[src/rtl/acc_pkg.sv]
// Shared types and constants for the additive checksum compensator.
// No dependencies; imported by additive_checksum_compensator_core.
`timescale 1ns / 1ps

package acc_pkg;

    localparam int POS_W     = 24;   // byte position counter width (wraps)
    localparam int OFF_W     = 24;
    localparam int SIZE_W    = 16;
    localparam int CMP_W     = ((POS_W > OFF_W) ? POS_W : OFF_W) + 1;
    localparam int CFG_IDX_W = 3;
    localparam int CFG_DATA_W = 32;

    localparam logic [SIZE_W-1:0] MIN_AREA = SIZE_W'(4);

    localparam logic [2:0] PATCH_NONE = 3'd0;
    localparam logic [2:0] PATCH_HALF = 3'd2;
    localparam logic [2:0] PATCH_WORD = 3'd4;

    typedef enum logic [CFG_IDX_W-1:0] {
        CFG_OFFSET = 3'd0,
        CFG_SIZE   = 3'd1,
        CFG_TGT8   = 3'd2,
        CFG_TGT16  = 3'd3,
        CFG_TGT32  = 3'd4
    } t_cfg_index;

    typedef enum logic [2:0] {
        ST_ALL_KEPT  = 3'd0,
        ST_WIDE_KEPT = 3'd1,
        ST_HALF_ONLY = 3'd2,
        ST_FAILED    = 3'd3,
        ST_TOO_SMALL = 3'd4
    } t_status;

endpackage

[src/rtl/additive_checksum_compensator_core.sv]
// Additive checksum compensator: running sum8/16/32 over a byte stream and
// a patch word for a zeroed compensation area. Depends on acc_pkg.
//
//  channel | signals                                   | direction
//  --------+-------------------------------------------+----------
//  in      | i_in_valid, o_in_stall, i_data_byte/last  | to block
//  out     | o_out_valid, i_out_stall, sums/patch/stat | from block
//  cfg     | i_cfg_valid, o_cfg_ready, index, data     | to block
//
// One byte beat per cycle while o_in_stall is low. The result of a last byte is
// registered through capture, patch prep and evaluation into the output register.
// Reset (i_rst_n low, synchronous) clears running sums, pipeline valids and
// sets config to offset 0, size 4, targets 0. o_in_stall rises only when the
// result pipeline is full and the output is stalled. Config is always ready.
`timescale 1ns / 1ps

module additive_checksum_compensator_core (
    input  logic                           i_clk,
    input  logic                           i_rst_n,
    input  logic                           i_in_valid,
    output logic                           o_in_stall,
    input  logic [7:0]                     i_data_byte,
    input  logic                           i_last_byte,
    input  logic                           i_cfg_valid,
    output logic                           o_cfg_ready,
    input  logic [acc_pkg::CFG_IDX_W-1:0]  i_cfg_index,
    input  logic [acc_pkg::CFG_DATA_W-1:0] i_cfg_data,
    output logic                           o_out_valid,
    input  logic                           i_out_stall,
    output logic [7:0]                     o_orig_sum8,
    output logic [15:0]                    o_orig_sum16,
    output logic [31:0]                    o_orig_sum32,
    output logic [31:0]                    o_patch_value,
    output logic [2:0]                     o_patch_bytes,
    output logic [7:0]                     o_new_sum8,
    output logic [15:0]                    o_new_sum16,
    output logic [31:0]                    o_new_sum32,
    output logic [2:0]                     o_status
);
    import acc_pkg::*;

    // configuration
    logic [OFF_W-1:0]  r_off;
    logic [SIZE_W-1:0] r_size;
    logic [7:0]        r_tgt8;
    logic [15:0]       r_tgt16;
    logic [31:0]       r_tgt32;

    // running state
    logic [POS_W-1:0]  r_pos;
    logic [7:0]        r_full8, r_mask8, n_full8, n_mask8;
    logic [15:0]       r_full16, r_mask16, n_full16, n_mask16;
    logic [31:0]       r_full32, r_mask32, n_full32, n_mask32;
    logic [23:0]       r_wa_full, r_wa_mask, n_wa_full, n_wa_mask;

    logic [SIZE_W-1:0] area;
    logic [CMP_W-1:0]  area_end;
    logic [CMP_W-1:0]  cur_len;
    logic              in_area;
    logic [7:0]        mb;
    logic [1:0]        lane;
    logic [15:0]       hf, hm;

    // capture stage
    logic              r_f_valid;
    logic [7:0]        r_f_o8, r_f_m8;
    logic [15:0]       r_f_o16, r_f_m16;
    logic [31:0]       r_f_o32, r_f_m32;
    logic [CMP_W-1:0]  r_f_len;

    // patch prep stage
    logic              r_w_valid;
    logic              r_w_small;
    logic [7:0]        r_w_o8, r_w_m8;
    logic [15:0]       r_w_o16, r_w_m16;
    logic [31:0]       r_w_o32, r_w_m32;
    logic [31:0]       r_w_word, r_w_c32w, r_w_c32h;
    logic [15:0]       r_w_half, r_w_hwa, r_w_hwb, r_w_hwh;

    logic [31:0]       n_word, n_c32w, n_c32h;
    logic [15:0]       n_half, n_hwa, n_hwb, n_hwh;
    logic [CMP_W-1:0]  end16, end32;
    logic [CMP_W-1:0]  p_pos [4];
    logic [1:0]        p_lane [4];
    logic [3:0]        inc16, inc32;

    // evaluation / output stage
    logic              r_o_valid;
    logic [7:0]        r_o_o8, r_o_n8;
    logic [15:0]       r_o_o16, r_o_n16;
    logic [31:0]       r_o_o32, r_o_n32, r_o_pv;
    logic [2:0]        r_o_pb;
    t_status           r_o_st;

    logic [7:0]        s8w, s8h;
    logic [15:0]       s16w, s16h;
    logic [31:0]       s32w, s32h;
    logic [7:0]        n_o_n8;
    logic [15:0]       n_o_n16;
    logic [31:0]       n_o_n32, n_o_pv;
    logic [2:0]        n_o_pb;
    t_status           n_o_st;

    logic in_acc, o_free, w_free, f_free, f_adv, w_adv;

    assign o_free     = !r_o_valid || !i_out_stall;
    assign w_free     = !r_w_valid || o_free;
    assign f_free     = !r_f_valid || w_free;
    assign f_adv      = r_f_valid && w_free;
    assign w_adv      = r_w_valid && o_free;
    assign o_in_stall = !f_free;
    assign in_acc     = i_in_valid && !o_in_stall;
    assign o_cfg_ready = 1'b1;

    // ---------------- running sums ----------------
    always_comb begin
        lane     = r_pos[1:0];
        area     = (r_size < MIN_AREA) ? MIN_AREA : r_size;
        area_end = CMP_W'(r_off) + CMP_W'(area);
        in_area  = (CMP_W'(r_pos) >= CMP_W'(r_off)) && (CMP_W'(r_pos) < area_end);
        mb       = in_area ? 8'd0 : i_data_byte;
        cur_len  = CMP_W'(r_pos) + CMP_W'(1);

        n_full8 = r_full8 + i_data_byte;
        n_mask8 = r_mask8 + mb;

        hf = {i_data_byte, (lane[1] ? r_wa_full[23:16] : r_wa_full[7:0])};
        hm = {mb, (lane[1] ? r_wa_mask[23:16] : r_wa_mask[7:0])};
        n_full16 = lane[0] ? r_full16 + hf : r_full16;
        n_mask16 = lane[0] ? r_mask16 + hm : r_mask16;

        n_full32 = r_full32;
        n_mask32 = r_mask32;
        case (lane)
            2'd0: begin
                n_wa_full = {16'd0, i_data_byte};
                n_wa_mask = {16'd0, mb};
            end
            2'd1: begin
                n_wa_full = {8'd0, i_data_byte, r_wa_full[7:0]};
                n_wa_mask = {8'd0, mb, r_wa_mask[7:0]};
            end
            2'd2: begin
                n_wa_full = {i_data_byte, r_wa_full[15:0]};
                n_wa_mask = {mb, r_wa_mask[15:0]};
            end
            default: begin
                n_full32  = r_full32 + {i_data_byte, r_wa_full};
                n_mask32  = r_mask32 + {mb, r_wa_mask};
                n_wa_full = 24'd0;
                n_wa_mask = 24'd0;
            end
        endcase
    end

    always_ff @(posedge i_clk) begin
        if (!i_rst_n) begin
            r_off  <= '0;
            r_size <= MIN_AREA;
            r_tgt8 <= '0;
            r_tgt16 <= '0;
            r_tgt32 <= '0;
        end else if (i_cfg_valid && o_cfg_ready) begin
            case (i_cfg_index)
                CFG_OFFSET: r_off   <= i_cfg_data[OFF_W-1:0];
                CFG_SIZE:   r_size  <= i_cfg_data[SIZE_W-1:0];
                CFG_TGT8:   r_tgt8  <= i_cfg_data[7:0];
                CFG_TGT16:  r_tgt16 <= i_cfg_data[15:0];
                CFG_TGT32:  r_tgt32 <= i_cfg_data[31:0];
                default: ;
            endcase
        end
    end

    always_ff @(posedge i_clk) begin
        if (!i_rst_n) begin
            r_pos     <= '0;
            r_full8   <= '0;
            r_mask8   <= '0;
            r_full16  <= '0;
            r_mask16  <= '0;
            r_full32  <= '0;
            r_mask32  <= '0;
            r_wa_full <= '0;
            r_wa_mask <= '0;
        end else if (in_acc) begin
            if (i_last_byte) begin
                r_pos     <= '0;
                r_full8   <= '0;
                r_mask8   <= '0;
                r_full16  <= '0;
                r_mask16  <= '0;
                r_full32  <= '0;
                r_mask32  <= '0;
                r_wa_full <= '0;
                r_wa_mask <= '0;
            end else begin
                r_pos     <= r_pos + POS_W'(1);
                r_full8   <= n_full8;
                r_mask8   <= n_mask8;
                r_full16  <= n_full16;
                r_mask16  <= n_mask16;
                r_full32  <= n_full32;
                r_mask32  <= n_mask32;
                r_wa_full <= n_wa_full;
                r_wa_mask <= n_wa_mask;
            end
        end
    end

    // ---------------- capture stage ----------------
    always_ff @(posedge i_clk) begin
        if (!i_rst_n) begin
            r_f_valid <= 1'b0;
        end else if (in_acc && i_last_byte) begin
            r_f_valid <= 1'b1;
        end else if (f_adv) begin
            r_f_valid <= 1'b0;
        end
    end

    always_ff @(posedge i_clk) begin
        if (in_acc && i_last_byte) begin
            r_f_o8  <= n_full8;
            r_f_o16 <= n_full16;
            r_f_o32 <= n_full32;
            r_f_m8  <= n_mask8;
            r_f_m16 <= n_mask16;
            r_f_m32 <= n_mask32;
            r_f_len <= cur_len;
        end
    end

    // ---------------- patch prep ----------------
    always_comb begin
        n_word = r_tgt32 - r_f_m32;
        n_half = r_tgt16 - r_f_m16;
        end16  = {r_f_len[CMP_W-1:1], 1'b0};
        end32  = {r_f_len[CMP_W-1:2], 2'b00};
        n_c32w = '0;
        n_c32h = '0;
        n_hwa  = '0;
        n_hwb  = '0;
        n_hwh  = '0;
        for (int i = 0; i < 4; i++) begin
            p_pos[i]  = CMP_W'(r_off) + CMP_W'(i);
            p_lane[i] = r_off[1:0] + 2'(i);
            inc16[i]  = p_pos[i] < end16;
            inc32[i]  = p_pos[i] < end32;
            if (inc32[i])
                n_c32w = n_c32w | (32'(n_word[8*i +: 8]) << {p_lane[i], 3'b000});
        end
        for (int i = 0; i < 2; i++) begin
            if (inc16[i]) begin
                n_hwa = n_hwa | (16'(n_word[8*i +: 8]) << {p_lane[i][0], 3'b000});
                n_hwh = n_hwh | (16'(n_half[8*i +: 8]) << {p_lane[i][0], 3'b000});
            end
            if (inc16[i+2])
                n_hwb = n_hwb | (16'(n_word[8*(i+2) +: 8]) << {p_lane[i+2][0], 3'b000});
            if (inc32[i])
                n_c32h = n_c32h | (32'(n_half[8*i +: 8]) << {p_lane[i], 3'b000});
        end
    end

    always_ff @(posedge i_clk) begin
        if (!i_rst_n) begin
            r_w_valid <= 1'b0;
        end else if (w_free) begin
            r_w_valid <= f_adv;
        end
    end

    always_ff @(posedge i_clk) begin
        if (f_adv) begin
            r_w_small <= area_end > r_f_len;
            r_w_o8    <= r_f_o8;
            r_w_o16   <= r_f_o16;
            r_w_o32   <= r_f_o32;
            r_w_m8    <= r_f_m8;
            r_w_m16   <= r_f_m16;
            r_w_m32   <= r_f_m32;
            r_w_word  <= n_word;
            r_w_half  <= n_half;
            r_w_c32w  <= n_c32w;
            r_w_c32h  <= n_c32h;
            r_w_hwa   <= n_hwa;
            r_w_hwb   <= n_hwb;
            r_w_hwh   <= n_hwh;
        end
    end

    // ---------------- evaluation ----------------
    always_comb begin
        s8w  = r_w_m8 + r_w_word[7:0] + r_w_word[15:8] + r_w_word[23:16]
             + r_w_word[31:24];
        s16w = r_w_m16 + r_w_hwa + r_w_hwb;
        s32w = r_w_m32 + r_w_c32w;
        s8h  = r_w_m8 + r_w_half[7:0] + r_w_half[15:8];
        s16h = r_w_m16 + r_w_hwh;
        s32h = r_w_m32 + r_w_c32h;

        n_o_n8  = r_w_o8;
        n_o_n16 = r_w_o16;
        n_o_n32 = r_w_o32;
        n_o_pv  = '0;
        n_o_pb  = PATCH_NONE;
        if (r_w_small) begin
            n_o_st = ST_TOO_SMALL;
        end else if (s16w == r_tgt16 && s32w == r_tgt32) begin
            n_o_st  = (s8w == r_tgt8) ? ST_ALL_KEPT : ST_WIDE_KEPT;
            n_o_pv  = r_w_word;
            n_o_pb  = PATCH_WORD;
            n_o_n8  = s8w;
            n_o_n16 = s16w;
            n_o_n32 = s32w;
        end else if (s16h == r_tgt16) begin
            n_o_st  = ST_HALF_ONLY;
            n_o_pv  = {16'd0, r_w_half};
            n_o_pb  = PATCH_HALF;
            n_o_n8  = s8h;
            n_o_n16 = s16h;
            n_o_n32 = s32h;
        end else begin
            n_o_st = ST_FAILED;
        end
    end

    always_ff @(posedge i_clk) begin
        if (!i_rst_n) begin
            r_o_valid <= 1'b0;
        end else if (o_free) begin
            r_o_valid <= w_adv;
        end
    end

    always_ff @(posedge i_clk) begin
        if (w_adv) begin
            r_o_o8  <= r_w_o8;
            r_o_o16 <= r_w_o16;
            r_o_o32 <= r_w_o32;
            r_o_n8  <= n_o_n8;
            r_o_n16 <= n_o_n16;
            r_o_n32 <= n_o_n32;
            r_o_pv  <= n_o_pv;
            r_o_pb  <= n_o_pb;
            r_o_st  <= n_o_st;
        end
    end

    assign o_out_valid   = r_o_valid;
    assign o_orig_sum8   = r_o_o8;
    assign o_orig_sum16  = r_o_o16;
    assign o_orig_sum32  = r_o_o32;
    assign o_patch_value = r_o_pv;
    assign o_patch_bytes = r_o_pb;
    assign o_new_sum8    = r_o_n8;
    assign o_new_sum16   = r_o_n16;
    assign o_new_sum32   = r_o_n32;
    assign o_status      = r_o_st;

    // ---------------- assertions ----------------
    a_restart_after_last: assert property (@(posedge i_clk) disable iff (!i_rst_n)
        in_acc && i_last_byte |=> r_pos == '0 && r_full32 == '0 && r_wa_mask == '0)
        else $error("running state not cleared after last beat");

    a_stall_only_when_full: assert property (@(posedge i_clk) disable iff (!i_rst_n)
        o_in_stall |-> r_f_valid && r_w_valid && r_o_valid && i_out_stall)
        else $error("input stalled while pipeline has room");

    a_no_patch_on_fail: assert property (@(posedge i_clk) disable iff (!i_rst_n)
        r_o_valid && (r_o_st == ST_FAILED || r_o_st == ST_TOO_SMALL)
        |-> r_o_pb == PATCH_NONE && r_o_n32 == r_o_o32 && r_o_n8 == r_o_o8)
        else $error("patch reported with failing status");

    a_all_kept_matches: assert property (@(posedge i_clk) disable iff (!i_rst_n)
        r_o_valid && r_o_st == ST_ALL_KEPT
        |-> r_o_n8 == r_tgt8 && r_o_n16 == r_tgt16 && r_o_n32 == r_tgt32)
        else $error("all-kept status with mismatching sums");

endmodule
[config.mk]
export PLATFORM = sky130hd
export DESIGN_NAME = additive_checksum_compensator_core
export DESIGN_NICKNAME = d
export VERILOG_FILES = /design/src/rtl/acc_pkg.sv /design/src/rtl/additive_checksum_compensator_core.sv
export SDC_FILE = /design/constraint.sdc
export NUM_CORES = 2
export LEC_CHECK = 0
export BUFFER_PORTS_ARGS = -buffer_cell sky130_fd_sc_hd__buf_4
export CAP_MARGIN = 20
export CORE_MARGIN = 2
export CORE_UTILIZATION = 57
export CTS_CLUSTER_DIAMETER = 60
export DETAILED_ROUTE_END_ITERATION = 10
export GPL_ROUTABILITY_DRIVEN = 1
export GPL_TIMING_DRIVEN = 0
export MAX_ROUTING_LAYER = met4
export PLACE_DENSITY_LB_ADDON = 0.2
export SLEW_MARGIN = 10
export SYNTH_ARGS = -nofsm -noshare
export SYNTH_HDL_FRONTEND = slang
export SYNTH_SLANG_ARGS = --single-unit
[constraint.sdc]
create_clock -name i_clk -period 14.3 [get_ports i_clk]
set_input_delay 1.43 -clock i_clk [delete_from_list [all_inputs] [get_ports i_clk]]
set_output_delay 1.43 -clock i_clk [all_outputs]
set_load 0.01 [all_outputs]
==> metrics.yaml <==
cap_viol_max_count: 0
cts_tree: "done"
drive_gt1_frac: 0.1064
hold_path_class: "reg -> reg"
synth.largest_area_cell: "edfxtp_1"
fillCellCount: 7490
synth-edff-count: 559
synthTopCellsByArea: "edfxtp_1 32%, dfxtp_1 11%, ha_1 10%"
async_flop_share: 0
htree_levels: 3
rsz0062_at_grt: "no"
synthCells: 5254
via_count: 45012
initial_utilization: 0.5761
yosysMostFrequentCell: "edfxtp_1"
max_freq_mhz: 104.7
critPathLaunchType: "register"
slowest_stage: "o21ai_1"
finish.utilization: 0.6520
required_ns: 14.92
finalCritPeriodShare: 0.6676
drc: 0
cts_hold_buf: 0
area_growth_pct: 13.18
antenna_found_initial: 9
crit_top_cell: "a21oi_1"
chipWidth_um: 308.8
slowest_delay_ns: 0.56
synth_fa_ha_area_frac: 0.1264
finalHoldViolCount: 0
setup_viol: 0
placed_cells: 6720
ant_nets: 0
port_buffers: 198
tightest_slew_ns: 1.245
seqCellArea_um2: 22450
num_rows: 111
synth_top_area_share: 0.3169
drtIter0Drc: 5463
grt_use_total: 0.4212
dp_hpwl_um: 158300
core_um2: 91940
first_pass_iters: 8
power.leakage_uw: 0.02466
synthTopCellsByCount: "559 x edfxtp_1, 447 x nand2_1, 444 x ha_1"
critPathMaxFanout: 10
maxSlewViolCount: 0
cts_root_buf: "clkbuf_16"
synthSimpleGateAreaFrac: 0.1348
grt_pass1_vias: 41660
yosys_warnings: 0
cts_made_buffers: 94
numClockSinks: 842
syn_nets: 5802
critPathArrivalTime_ns: 10.17
crit_type: "reg -> reg"
cts_setup_buffers: 0
final_nets: 6124
whs_ns: 0.3989
ys_seq_elements: 842
io_pins: 202
ys_seq_area_frac: 0.4239
grt_pass1_wl_um: 280300
synth_cell_types: 106
postSynthAreaPerCell_um2: 10.08
ir_drop_mv: 0.09474
grt_max_degree: 32
synth_xor_area_frac: 0.07450
synth_compound_area_frac: 0.1793
route.detailed.wl_per_inst_um: 28.59
clkTransAtPathRegs_ns: 0.06
syn_area_um2: 52970
place_congestion: 1.096
multiInputGateArea_um2: 28640
fin_cells: 6901
grt_overflow_total: 0
status: "finished clean"
synth.area.mux_share: 0.02466
insertion_delay_ns: 0.71
die_h_um: 308.8
synth_top_family_by_area: "compound AO/OA/AOI/OAI gates"
maxSlewHeadroom: 0.1702
drt-vias-per-instance: 6.523
yosys_most_used_dff: "edfxtp_1"
totalWireLength_um: 197300
period_needed_ns: 9.547
ctsResizeCount: 0
dieArea_um2: 95380
skew_ns: 0.04192
max-clock-path-buffers: 3
critPathCaptureType: "register"
power.density_nw_per_um2: 104.8
final timing paths:
check	from	endpoint	slack, ns	cells past startpoint
setup / recovery	r_size[10]$_SDFFE_PN0P_	r_mask16[15]$_SDFFE_PN0P_	4.75	35
hold / removal	r_f_o8[7]$_DFFE_PP_	r_w_o8[7]$_DFFE_PP_	0.40	0
setup reg to reg	r_size[10]$_SDFFE_PN0P_	r_mask16[15]$_SDFFE_PN0P_	4.75	35
hold reg to reg	r_f_o8[7]$_DFFE_PP_	r_w_o8[7]$_DFFE_PP_	0.40	0
worst max-delay path: cells and delay by family (launching register included):
| kind | cells | cell delay, ns |
|---|---|---|
| XOR/XNOR | 1 | 0.35 |
| flip-flops | 1 | 0.33 |
| adder cells (fa/ha/maj) | 3 | 0.84 |
| AO/OA/AOI/OAI | 20 | 4.92 |
| buffers and inverters | 3 | 0.91 |
| AND/OR/NAND/NOR | 8 | 2.08 |
layout make-up:
type | instances | area share
multi-input combinational | 3929 | 0.4777
sequential | 842 | 0.3745
clock buffer | 123 | 0.04433
timing repair buffer | 226 | 0.03383
tap | 1243 | 0.02594
buffer | 248 | 0.01726
inverter | 235 | 0.01480
clock inverter | 54 | 0.01156
antenna | 1 | 0.00004174
per-layer routing:
metal	track usage	vias up	share of wire
li1	-	20079	-
met1	0.5196	21717	0.38
met2	0.6196	2540	0.43
met3	0.08393	676	0.10
met4	0.3000	0	0.090
met5	-	-	0
cells in the final DEF, fill, tap and decap left out, types with 35 or more instances in the layout:
master,synthesis,final
nor3_1,71,71
a21o_1,185,185
edfxtp_1,559,559
clkbuf_1,198,213
and2_1,76,76
xor2_1,124,124
mux2_2,91,91
dfxtp_1,283,283
nand2b_1,46,46
buf_4,5,208
nand2_1,447,447
o21bai_1,35,35
nand3_1,139,139
a31oi_1,39,39
inv_1,226,226
o21a_1,46,46
ha_1,444,444
a22oi_1,161,161
nor2_1,418,417
and3_1,63,63
nand4_1,62,62
fa_1,55,55
a21oi_1,342,342
clkbuf_16,0,99
o21ai_0,155,155
o22ai_1,41,41
a211oi_1,47,46
xnor2_1,285,285
cells by family after synthesis:
family	Yosys count
adder cells (fa/ha/maj)	503
AND/OR/NAND/NOR	1504
other	2
multiplexers	119
flip-flops	842
XOR/XNOR	425
buffers and inverters	483
AO/OA/AOI/OAI	1376
report_power, final:
part	switching, uW	internal, uW	leakage, uW	total, uW
Clock	1080	1510	0.00163	2600
Sequential	70.4	2660	0.00754	2730
Combinational	629	323	0.0155	952
metrics by stage:
stage / power (uW) / cell area (um2) / setup slack, ns / TNS (ns)
floorplan: 3325 / 52970 / 1.230 / 0
global placement: 3690 / 56010 / -3.914 / -574.26
detailed placement: 3691 / 56570 / 5.046 / 0
CTS: 6254 / 59920 / 5.006 / 0
global route: 6423 / 59950 / 4.162 / 0
finish: 6285 / 59950 / 4.753 / 0
Note: power is estimated with default switching activity, not from simulation.
